`src/hdl/rpc_pkg.sv`:
```
package rpc_pkg;

  localparam int DATA_WIDTH_DEF = 32;
  localparam int FRAC_BITS_DEF = 16;

  localparam logic [2:0] KIND_NORMAL = 3'd0;
  localparam logic [2:0] KIND_NULL = 3'd1;

  localparam logic [1:0] LINE_VALUE = 2'd1;
  localparam logic [1:0] LINE_SPECIAL = 2'd2;

  localparam int REG_REFLECTANCE_MODE = 0;
  localparam int REG_SOLAR_MULTIPLIER = 1;
  localparam int REG_SOLAR_DISTANCE_SQUARED = 2;

  localparam logic [63:0] SOLAR_MULTIPLIER_RESET = 64'd65536;
  localparam logic [63:0] SOLAR_DISTANCE_SQUARED_RESET = 64'd5347415;

  // pi with 62 fraction bits.
  localparam logic [63:0] PI_Q62 = 64'hC90FDAA22168C235;

  // pi scaled by 2^frac, rounded to nearest.
  function automatic logic [63:0] pi_fixed(input int frac);
    logic [63:0] rounded;
    rounded = PI_Q62 + (64'd1 << (61 - frac));
    return rounded >> (62 - frac);
  endfunction

endpackage

```
`src/hdl/rpc_qmul.sv`:
```
module rpc_qmul #(
  parameter int DATA_WIDTH = rpc_pkg::DATA_WIDTH_DEF,
  parameter int FRAC_BITS = rpc_pkg::FRAC_BITS_DEF,
  parameter int SIDE_W = 5 + 3 * DATA_WIDTH,
  parameter bit B_SIGNED = 1'b1
) (
  input  logic                  clk,
  input  logic                  rst,
  input  logic                  en,
  input  logic                  in_valid,
  input  logic [DATA_WIDTH-1:0] a,
  input  logic [DATA_WIDTH-1:0] b,
  input  logic [SIDE_W-1:0]     side_in,
  output logic                  out_valid,
  output logic [DATA_WIDTH-1:0] prod,
  output logic [SIDE_W-1:0]     side_out
);

  localparam int W = DATA_WIDTH;

  logic              v1, v2, v3;
  logic [W-1:0]      am, bm;
  logic              an, bn, n2;
  logic [2*W-1:0]    p2;
  logic [W-1:0]      p3;
  logic [SIDE_W-1:0] s1, s2, s3;
  logic [W-1:0]      lim;
  logic [W-1:0]      lo;
  logic              b_neg;

  assign b_neg = B_SIGNED & b[W-1];
  assign lim   = n2 ? {1'b1, {(W-1){1'b0}}} : {1'b0, {(W-1){1'b1}}};
  assign lo    = ((|p2[2*W-1:W+FRAC_BITS]) || (p2[W+FRAC_BITS-1:FRAC_BITS] > lim)) ?
                 lim : p2[W+FRAC_BITS-1:FRAC_BITS];

  always_ff @(posedge clk) begin
    if (rst) begin
      v1 <= 1'b0;
      v2 <= 1'b0;
      v3 <= 1'b0;
    end else if (en) begin
      v1 <= in_valid;
      v2 <= v1;
      v3 <= v2;
    end
  end

  always_ff @(posedge clk) begin
    if (en) begin
      am <= a[W-1] ? (~a + 1'b1) : a;
      an <= a[W-1];
      bm <= b_neg ? (~b + 1'b1) : b;
      bn <= b_neg;
      s1 <= side_in;
      p2 <= am * bm;
      n2 <= an ^ bn;
      s2 <= s1;
      p3 <= n2 ? (~lo + 1'b1) : lo;
      s3 <= s2;
    end
  end

  assign out_valid = v3;
  assign prod      = p3;
  assign side_out  = s3;

endmodule

```
`config.mk`:
```
export PLATFORM = sky130hd
export DESIGN_NAME = rpc_qmul
export DESIGN_NICKNAME = d
export VERILOG_FILES = /design/src/hdl/rpc_pkg.sv /design/src/hdl/rpc_qmul.sv
export SDC_FILE = /design/constraint.sdc
export NUM_CORES = 2
export LEC_CHECK = 0
export BUFFER_PORTS_ARGS = -buffer_cell sky130_fd_sc_hd__buf_2
export CAP_MARGIN = 20
export CORE_MARGIN = 4
export CORE_UTILIZATION = 41
export CTS_CLUSTER_SIZE = 16
export DETAILED_ROUTE_END_ITERATION = 8
export PLACE_DENSITY_LB_ADDON = 0.25
export SLEW_MARGIN = 20
export SYNTH_ARGS = -nofsm -noshare
export SYNTH_HDL_FRONTEND = slang
export SYNTH_SLANG_ARGS = --single-unit
```
`constraint.sdc`:
```
create_clock -name clk -period 9.6 [get_ports clk]
set_input_delay 1.44 -clock clk [delete_from_list [all_inputs] [get_ports clk]]
set_output_delay 1.44 -clock clk [all_outputs]
set_load 0.03 [all_outputs]
```
* Word-level counts from Yosys, hierarchy flattened
Index checks and enable logic that the tools add are counted.
Storage, ports and cells: flip-flop bits (word level) 469, bits of input ports 169, output and inout bits 134, logic and storage cells 31
Cells by class: add/sub/neg operators 3, $mul 1, magnitude comparators 1, multiplexer cells 5, bitwise gates (word level) 4, reduce and logical (&&, ||, !) cells 2
Operators with widths (count):
- $add A32 B1 Y32 const B | 3
- $mux W32 | 3
- $not A32 Y32 | 3
- $mul A32 B32 Y64 | 1
- $mux W31 | 2
- $gt A32 B32 Y1 | 1
- $reduce_or A16 Y1 | 1
- $logic_or A1 B1 Y1 | 1
- $xor A1 B1 Y1 | 1

* Logic depth before layout (Yosys ltp)
depth after elaboration 7, depth in mapped cells 29, mapped depth without buffers 27

* Worst setup path before layout
OpenSTA, ideal clock, no wires.
path kind flip-flop to flip-flop, start register am[10], end register p2[56] (data pin), setup time 0.255 ns, data arrival time 7.334 ns, data required time 9.345 ns, path slack 2.011 ns, cell stages (with the launch flop) 26, path buffers 2, clock period less this slack 7.589 ns, cell sequence edfxtp_1 clkbuf_1 and2_1 fa_1 inv_1 fa_1 inv_1 fa_1 inv_1 fa_1 inv_1 fa_1 fa_1 fa_1 fa_1 ha_1 clkbuf_1 nand4_1 nor2_1 inv_1 o32a_1 a21o_1 o31a_1 o41ai_1 a31oi_1 and2_1
Between the ends: word-level cells in the longest chain between the ends 1
Ends and longest elaborated chain:
- start, declared | line rpc_qmul.sv:22 | logic [W-1:0] am, bm;
- start signal, assigned | line rpc_qmul.sv:50 | am <= a[W-1] ? (~a + 1'b1) : a;
- $mul A32 B32 Y64 | line rpc_qmul.sv:55 | p2 <= am * bm;
- end signal, assigned | line rpc_qmul.sv:55
- end, declared | line rpc_qmul.sv:24 | logic [2*W-1:0] p2;
No other way between the ends. A chain may end at the register's enable or synchronous reset.

* Worst setup path in the final report
Ends and elaborated chain as after synthesis.

==> results.md <==
- Reg2reg path depth: 25
- Max Fclk: 0.116 GHz
- Post-layout min period: 8.61 ns
- Final setup vio count: 0
- Post-route ant nets: 0
- Area contributors post-synth: fa_1 (36%), edfxtp_1 (27%), and2_1 (7.6%), ha_1 (7.4%), inv_1 (6.6%)
- CTS Buf Count: 51
- Slowest CP cell: edfxtp_1
- Buf+Inv Stages, Crit Path: 7
- Tcrit/Tclk final: 89.7%
- Post-route DRC: 0
- Clock Latency Late Sink: 0.65 ns
- TritonCTS clock tree: yes
- Critical Path End Type: register
- Ys flop type: edfxtp_1
- Synth warn: 0
- Yosys cell types: 67
- CP most frequent cell: fa_1
- GP Congestion: 0.866
- Seq/Total Area, Yosys: 27.3%
- Initial antenna violation count: 5
- Status: complete, no violations
- DP HPWL: 101 mm
- Synth area leader: fa_1
- Chip height: 356 um
- Vias in the first global route: 34.4k
- # IOs: 303
- Type of origin of the critical path: register
- Clk root buf: clkbuf_16
- Share of Yosys cell area claimed by the top area cell type: 36.1%
- Hold depth: 0
- Number of H-tree levels: 2
- GRT overflow: 0
- Worst Hold Class: reg -> reg
- Initial drt markers: 2011
- P&R area growth vs syn: 9.98%
- Ys async rst share: 0%
- Via count: 32.2k
- Postcts setup bufs: 0
- Vias/cell: 5.00
- Levels on crit path: 25
- Crit Path Category: reg -> reg
- Synth Net Count: 5934
- Slew Limit Headroom: 24.0%
- Global-route wire length before repair: 200 mm
- TNS Setup: 0 ns
- Cell Area, Synth: 0.0497 mm2
- Fillers: 11.4k
- Final Hold Vio Count: 0
- Share of cells above drive strength 1: 9.69%
- Worst Path Max Fanout: 18
- Final Max Tran Viols: 0
- WP data required: 9.98 ns
- Final wirelength: 126 mm
- Worst slew pin tran: 1.14 ns
- Number of cell rows: 127
- Wire length per cell: 19.6 um
- Initial Utilization: 41.4%
- Buffers on Ports: 302
- RSZ-0062 raised after global routing: false
- Syn Inst Count: 4575
- DP Worst Slack: 0.943 ns
- Area after DPL: 0.0529 mm2
- PostCTS Resize Cnt: 0
- Nets: 6128
- Clk slew on worst S/H paths: 0.06 ns
- Arrival time of the worst setup path: 9.00 ns
- Number of synthesized flops with an enable pin: 450
- Family with the most delay on the worst path: adder cells
- GRT Overall Usage: 20.4%
- Max Root-Sink Buffers: 3
- DR pass1 iterations: 7
- Total core area: 0.120 mm2
- Syn_area_per_cell: 10.9 um2
- Worst Clk Skew: 0.0336 ns
- Post-CTS Hold Fix Bufs: 0
- Register bit total from synthesis: 453
- Final Cell Area: 0.0547 mm2
- Max incr delay on CP: 0.74 ns
- Die Wd: 356 um
- Max cap viols: 0
- Largest net degree at the start of global routing: 97
- Slack of the critical path: 0.986 ns
- Die Area: 0.127 mm2
- Clock Sinks: 453
## flip-flops by register name, summed over array words and instances, names as in the netlist
register   count
v1             1
am            32
side_out     101
bn             1
out_valid      1
v2             1
n2             1
s1           101
an             1
s2           101
prod          32
bm            32
p2            48
## metal layers
metal  vias up  GRT usage (%)  share of wire [%]
met1     16411           29.2                 46
met5         -              0                  0
li1      14600              -                  -
met3       145           5.38                8.8
met4         0           4.45                2.0
met2       999           31.2                 44
## area by class of cell
| class | count | area (um2) | area share [%] |
|---|---|---|---|
| diodes | 3 | 7.51 | 0.0137 |
| clock buffers | 63 | 1320 | 2.42 |
| clock inverters | 32 | 357 | 0.652 |
| inverters | 879 | 3300 | 6.04 |
| multi-input cells | 3000 | 31900 | 58.4 |
| flip-flops and latches | 453 | 13600 | 24.8 |
| well taps | 1612 | 2020 | 3.69 |
| repair buffers | 384 | 2170 | 3.97 |
## per-stage QoR
stage / hold slack (ns) / utilization [%] / cells
floorplan: 0.400 / - / 4575
global placement: 0.400 / 44.0 / 6324
detailed placement: 0.405 / 44.1 / 6326
CTS: 0.405 / 45.5 / 6421
global route: 0.420 / 45.5 / 6424
finish: 0.400 / 45.5 / 6426
## layout by cell type, fill, tap and decap left out, drive strengths merged, types with 20 or more instances in the layout
| cell | count |
|---|---|
| o21ai | 64 |
| edfxtp | 450 |
| fa | 895 |
| a21oi | 83 |
| ha | 295 |
| xor2 | 23 |
| nor4 | 20 |
| nand2 | 507 |
| buf | 384 |
| clkbuf | 63 |
| a21o | 38 |
| inv | 884 |
| and2 | 600 |
| nor2 | 62 |
| nand4 | 29 |
| xnor2 | 81 |
| nor3 | 47 |
| clkinv | 21 |
## worst paths after layout
kind,startpoint,to,slack [ns]
min reg2reg,s2[85],side_out[85],0.40
max,am[10],p2[56],0.99
max reg2reg,am[10],p2[56],0.99
min,s2[85],side_out[85],0.40
## cell families (layout without fill, tap and decap cells)
group | after synthesis | after routing | synth area share, %
adder cells (fa/ha/maj) | 1190 | 1190 | 43.5
XOR/XNOR | 104 | 104 | 1.83
AND/OR/NAND/NOR | 1365 | 1365 | 14.3
multiplexers | 10 | 10 | 0.201
other | 0 | 3 | 0
flip-flops | 453 | 453 | 27.3
buffers and inverters | 1122 | 1358 | 8.48
AO/OA/AOI/OAI | 331 | 331 | 4.40
## Yosys cell counts (19+ instances only)
| library cell | n |
|---|---|
| xor2_1 | 23 |
| a21o_1 | 38 |
| nand2_1 | 507 |
| and2_1 | 600 |
| xnor2_1 | 81 |
| nor3_1 | 47 |
| inv_1 | 879 |
| nand4_1 | 29 |
| ha_1 | 295 |
| clkbuf_1 | 240 |
| nor4_1 | 19 |
| a21oi_1 | 83 |
| edfxtp_1 | 450 |
| o21ai_0 | 64 |
| nor2_1 | 62 |
| fa_1 | 895 |
Power is not shown: default switching activity piles up to over one toggle a cycle in this logic, so the estimate is an artifact.
