**src/hdl/rpc_pkg.sv**
```systemverilog
package rpc_pkg;

  localparam int DATA_WIDTH_DEF = 32;
  localparam int FRAC_BITS_DEF = 16;

  localparam logic [2:0] KIND_NORMAL = 3'd0;
  localparam logic [2:0] KIND_NULL = 3'd1;

  localparam logic [1:0] LINE_VALUE = 2'd1;
  localparam logic [1:0] LINE_SPECIAL = 2'd2;

  localparam int REG_REFLECTANCE_MODE = 0;
  localparam int REG_SOLAR_MULTIPLIER = 1;
  localparam int REG_SOLAR_DISTANCE_SQUARED = 2;

  localparam logic [63:0] SOLAR_MULTIPLIER_RESET = 64'd65536;
  localparam logic [63:0] SOLAR_DISTANCE_SQUARED_RESET = 64'd5347415;

  // pi with 62 fraction bits.
  localparam logic [63:0] PI_Q62 = 64'hC90FDAA22168C235;

  // pi scaled by 2^frac, rounded to nearest.
  function automatic logic [63:0] pi_fixed(input int frac);
    logic [63:0] rounded;
    rounded = PI_Q62 + (64'd1 << (61 - frac));
    return rounded >> (62 - frac);
  endfunction

endpackage

```
**src/hdl/rpc_pre.sv**
```systemverilog
module rpc_pre #(
  parameter int DATA_WIDTH = rpc_pkg::DATA_WIDTH_DEF,
  parameter int FRAC_BITS = rpc_pkg::FRAC_BITS_DEF,
  parameter int SIDE_W = 5 + 3 * DATA_WIDTH
) (
  input  logic                  clk,
  input  logic                  rst,
  input  logic                  en,
  input  logic                  in_valid,
  input  logic [DATA_WIDTH-1:0] raw_value,
  input  logic [2:0]            raw_kind,
  input  logic [DATA_WIDTH-1:0] sample_dark,
  input  logic                  sample_dark_present,
  input  logic [DATA_WIDTH-1:0] line_dark,
  input  logic [1:0]            line_dark_kind,
  input  logic [DATA_WIDTH-1:0] flat_value,
  input  logic                  flat_special,
  input  logic [DATA_WIDTH-1:0] band_gain,
  input  logic                  band_gain_present,
  input  logic [DATA_WIDTH-1:0] solar_value,
  input  logic [DATA_WIDTH-1:0] solar_multiplier,
  output logic                  out_valid,
  output logic [DATA_WIDTH-1:0] num_mag,
  output logic [DATA_WIDTH-1:0] den_mag,
  output logic                  quot_neg,
  output logic                  num_neg,
  output logic [SIDE_W-1:0]     side_out
);

  localparam int W = DATA_WIDTH;

  function automatic logic [W-1:0] sat_sub(input logic [W-1:0] a, input logic [W-1:0] b);
    logic [W:0] d;
    d = {a[W-1], a} - {b[W-1], b};
    if (d[W] != d[W-1]) begin
      return d[W] ? {1'b1, {(W-1){1'b0}}} : {1'b0, {(W-1){1'b1}}};
    end
    return d[W-1:0];
  endfunction

  function automatic logic [W-1:0] mag(input logic [W-1:0] a);
    return a[W-1] ? (~a + 1'b1) : a;
  endfunction

  logic                v1;
  logic [2:0]          kind1;
  logic [W-1:0]        x1, ld1, fl1, g1, sv1;
  logic [1:0]          lk1;
  logic                fs1, gp1;

  logic                v2;
  logic [2:0]          kind2;
  logic [W-1:0]        x2, fl2, g2;
  logic                fs2, gp2;
  logic [2*W-1:0]      prod2;

  logic                v3;
  logic [W-1:0]        nm3, fm3, x3, g3, den3;
  logic                qneg3, nneg3, fs3, gp3;
  logic [2:0]          kind3;

  always_ff @(posedge clk) begin
    if (rst) begin
      v1 <= 1'b0;
      v2 <= 1'b0;
      v3 <= 1'b0;
    end else if (en) begin
      v1 <= in_valid;
      v2 <= v1;
      v3 <= v2;
    end
  end

  always_ff @(posedge clk) begin
    if (en) begin
      kind1 <= raw_kind;
      x1    <= sample_dark_present ? sat_sub(raw_value, sample_dark) : raw_value;
      ld1   <= line_dark;
      lk1   <= line_dark_kind;
      fl1   <= flat_value;
      fs1   <= flat_special;
      g1    <= band_gain;
      gp1   <= band_gain_present;
      sv1   <= solar_value;

      // A special raw code wins over a special line dark.
      if (kind1 != rpc_pkg::KIND_NORMAL) begin
        kind2 <= kind1;
      end else if (lk1 >= rpc_pkg::LINE_SPECIAL) begin
        kind2 <= rpc_pkg::KIND_NULL;
      end else begin
        kind2 <= rpc_pkg::KIND_NORMAL;
      end
      x2    <= (lk1 == rpc_pkg::LINE_VALUE) ? sat_sub(x1, ld1) : x1;
      fl2   <= fl1;
      fs2   <= fs1;
      g2    <= g1;
      gp2   <= gp1;
      prod2 <= solar_multiplier * sv1;

      nm3   <= mag(x2);
      fm3   <= mag(fl2);
      nneg3 <= x2[W-1];
      qneg3 <= x2[W-1] ^ fl2[W-1];
      kind3 <= kind2;
      x3    <= x2;
      fs3   <= fs2;
      g3    <= g2;
      gp3   <= gp2;
      // The I/F divisor saturates to the unsigned range.
      den3  <= (|prod2[2*W-1:W+FRAC_BITS]) ? {W{1'b1}} : prod2[W+FRAC_BITS-1:FRAC_BITS];
    end
  end

  assign out_valid = v3;
  assign num_mag   = nm3;
  assign den_mag   = fm3;
  assign quot_neg  = qneg3;
  assign num_neg   = nneg3;
  assign side_out  = {kind3, fs3, gp3, x3, g3, den3};

endmodule

```
**config.mk**
```make
export PLATFORM = sky130hd
export DESIGN_NAME = rpc_pre
export DESIGN_NICKNAME = d
export VERILOG_FILES = /design/src/hdl/rpc_pkg.sv /design/src/hdl/rpc_pre.sv
export SDC_FILE = /design/constraint.sdc
export NUM_CORES = 2
export LEC_CHECK = 0
export CORE_UTILIZATION = 55
export DETAILED_ROUTE_END_ITERATION = 10
export DONT_BUFFER_PORTS = 1
export HOLD_SLACK_MARGIN = 0.12
export PLACE_DENSITY_LB_ADDON = 0.08
export SYNTH_ARGS = -nofsm -noshare
export SYNTH_HDL_FRONTEND = slang
export SYNTH_SLANG_ARGS = --single-unit
```
**constraint.sdc**
```tcl
create_clock -name clk -period 22.7 [get_ports clk]
set_input_delay 3.405 -clock clk [delete_from_list [all_inputs] [get_ports clk]]
set_output_delay 3.405 -clock clk [all_outputs]
set_load 0.05 [all_outputs]
```
# Word-level counts from Yosys, hierarchy flattened
# Cells that the tools add are included.
# W data, S select, Z words.
# word_totals
elab_cells,61
rom_bits,0
mem_count,0
ff_bits,502
latchBits,0
ramBits,0
# classes
n_eq_ne,3
n_addsub,4
n_div,0
n_lt_le_gt_ge,1
mux,16
bitwise_logic,3
shifts,0
n_mul,1
n_reduce_logical,2
# op_table
operator,n
$mux W32,8
$sub A32 B32 Y33,2
$add A32 B1 Y32 const B,2
$mul A32 B32 Y64,1
$not A32 Y32,2
$mux W31,2
$reduce_or A16 Y1,1
$mux W1,5
$mux W3,1
$reduce_bool A3 Y1,1
$eq A2 B1 Y1 const B,1
$ge A2 B2 Y1 const B,1
$ne A1 B1 Y1,2
$xor A1 B1 Y1,1

# Longest topological paths before layout
# depth
ltp_word,6
ltp_mapped,28
ltp_nobuf,26

# Least setup slack after synthesis
# Ideal clock, no wire load.
# synth_path
kind,input -> register
start,in solar_multiplier[26]
end,reg prod2[63] (data pin)
required_ns,22.437
slack_ns,12.350
path_stages,26
n_path_buf,2
arrival_ns,10.087
path_cell_list,clkbuf_1 and2_1 fa_1 fa_1 inv_1 fa_1 fa_1 inv_1 fa_1 fa_1 fa_1 inv_1 fa_1 inv_1 ha_1 clkbuf_1 nand2_1 o21a_1 a21boi_0 a211oi_1 or4_1 o21ai_1 a31oi_2 a31oi_2 o41ai_2 xnor2_1
# synth_via
elab_chain_cells,1
# synth_rtl
element,line,rtl
start: declaration,rpc_pre.sv:21,"input logic [DATA_WIDTH-1:0] solar_multiplier,"
$mul A32 B32 Y64,rpc_pre.sv:99,prod2 <= solar_multiplier * sv1;
end signal: assignment,rpc_pre.sv:99,
end: declaration,rpc_pre.sv:55,logic [2*W-1:0] prod2;
# No other way between the ends.
# A chain may end at the register's enable or synchronous reset.

# Worst setup path in the final report
# layout_path
start,in solar_multiplier[18]
end,reg prod2[46] (data pin)
# The elaborated chain is that of the path after synthesis.

==> run metrics <==
post-CTS sizing 0; Remaining DRCs 0; predominant post-synthesis flop cell edfxtp_1; layout cells sized above 1 4.260%; final hold violations 0; CP dominant cell by count fa_1; Synth area leader fa_1; CP top delay family adder cells; first-pass GRT wire length 215.1 mm; final wirelength 137.2 mm; setup violators final 0; vias in the first global route 36.70k; most common cell after layout, fill and taps aside inv_1; Arr. time, crit path 11.14 ns; DP HPWL 100.9 mm; Syn Area/Cell 10.65 sq um; syn_nets 6472; Worst setup EP type flop; WP buf/inv 2; Post-CTS Setup Bufs 0; gp weighted congestion 0.8938; Core ar. 95580 sq um; Yosys reg bits 484; GR Overflow Total 0; Vias 34.30k; Critical path origin solar_multiplier[18]; die height 313.6 um; Final ANT Viol Nets 0; part of the cycle the worst path needs 47.38%; RSZ-0062 raised after global routing false; CTS Hold Bufs 0; Slew Viols, Final 355; hold_sp fl1[16]; first drt pass iteration count 8; Worst Tran Pin Value 2.881 ns; clk_skew 0.05143 ns; WS Path Type in2reg; initial antenna violation count 7; CTS H-tree lvls 2; register area 14500 sq um; fin nets 6320; Seq/Total Area, Yosys 27.16%; Mapped Cells 5013; worst-path fanout max 32; maximum clock frequency 92.98 MHz; Initial Util 55.87%; row count 113; area of the multi-input gates 34320 sq um; synth unique cells 87; max-cap violations 0; RR Startpoint sv1[27]; Post-Syn Area 53400 sq um; Sink Count 484; status complete, but fails checks; slowest stage delay, CP 0.95 ns; largest net degree at the start of global routing 485; GRT Resource Usage Total 28.87%; Tmin final 10.75 ns; Max clock buf depth 3; vias per cell 5.556; ranking of synthesized cells by area fa_1 34%, edfxtp_1 27%, ha_1 7.6%; fill count 8188; TritonCTS clock tree yes; Worst-Skew Late Latency 0.67 ns; Hold Crit Class reg2reg; Synth top area share 33.63%; area of the die 98340 sq um; Post-synth EDFFs 481; IO Port Bufs 0; post-DR wirelength/cell 22.23 um; CTS Buf Count 54; Post-Route Setup TNS 0 ns; worst endpoint required time 23.08 ns; fraction of registers with async set/reset 0%; Slowest cell on crit path a211oi_1; Chip Width 313.6 um; most frequent cells in the layout 962 x inv_1, 897 x fa_1, 620 x and2_1; Area Growth Syn to Fin 4.883%; worst path cell trace and2_1, fa_1, fa_1, inv_1, fa_1, fa_1, inv_1, fa_1, fa_1, fa_1, fa_1, ha_1, a21oi_1, o21ai_0, a221oi_1, o21ai_0, a21oi_1, o21ai_0, a211oi_1, o31ai_1, a21boi_0, xnor2_1; Worst slew margin -92.08%; clock slew at reported path FFs 0.07 ns; fin util 58.60%; DR iter-0 viols 2238; Root Buffer clkbuf_16; failing checks max-slew violations; CP startpoint kind primary input; warnings from Yosys 0; IO Pins 404
## logic make-up after synthesis
kind of cell	share of synthesized area [%]
AND/OR/NAND/NOR	14.07
adder cells (fa/ha/maj)	41.36
buffers and inverters	8.571
flip-flops	27.16
AO/OA/AOI/OAI	6.134
XOR/XNOR	2.524
multiplexers	0.1781
## final cells by class
class	instances	share of cell area (%)
Antenna cell	2	0.008936
Clock buffer	64	2.480
Clock inverter	37	0.5965
Inverter	962	6.447
Multi-Input combinational cell	3324	61.28
Sequential cell	484	25.90
Tap cell	1265	2.826
Timing Repair Buffer	35	0.4691
## worst paths after layout
kind	cells after the start	slack [ns]	to
setup / recovery	22	11.95	prod2[46]
hold reg to reg	0	0.39	fl2[16]
hold / removal	0	0.39	fl2[16]
setup reg to reg	21	13.86	prod2[62]
## through the flow
| stage | hold slack [ns] | std cells | worst slack, ns | area, sq um |
|---|---|---|---|---|
| CTS | 0.3780 | 6171 | 12.09 | 56000 |
| global route | 0.4187 | 6173 | 11.67 | 56010 |
| floorplan | 0.4003 | 5013 | 12.35 | 53400 |
| global placement | 0.4003 | 6070 | 11.40 | 54280 |
| detailed placement | 0.4045 | 6070 | 11.43 | 54280 |
| finish | 0.3907 | 6173 | 11.95 | 56010 |
## synth_stat cells, types with 5 or more instances
cell type and number:
inv_1 962, fa_1 897, and2_1 620, nand2_1 529, edfxtp_1 481, ha_1 326, clkbuf_1 228, a21oi_1 119
xnor2_1 115, nor2_1 110, o21ai_0 105, a21o_1 51, or2_2 39, xor2_1 37, nand3_1 27, o221a_2 22
o21a_1 21, nand2b_1 19, nand4_1 19, a211oi_1 18, nor3_1 18, o21bai_1 17, nor2b_1 16, o31ai_1 16
o21ai_1 15, a21boi_0 11, a31oi_1 11, nor4_1 10, and3_1 9, o211ai_1 7, o41ai_1 7, or3_1 7
or4_1 7, a311oi_1 5, buf_4 5, maj3_1 5, mux2i_1 5, o2111ai_1 5
## sequential cells by signal, indices dropped and copies added, names as in the netlist, 31 cells and up
signal	count
num_mag	32
den3	32
x1	32
g2	32
sv1	32
den_mag	32
fl2	32
g3	32
fl1	32
ld1	32
x3	31
g1	32
x2	32
prod2	48
## routing by layer
layer	vias up	wire, um	global-route usage (%)
met5	-	0	0
met3	226	8138	4.024
met2	1102	69440	50.03
met1	17660	56250	38.36
met4	0	3378	7.151
li1	15320	-	-
Power is not shown: default switching activity piles up to over one toggle a cycle in this logic, so the estimate is an artifact.
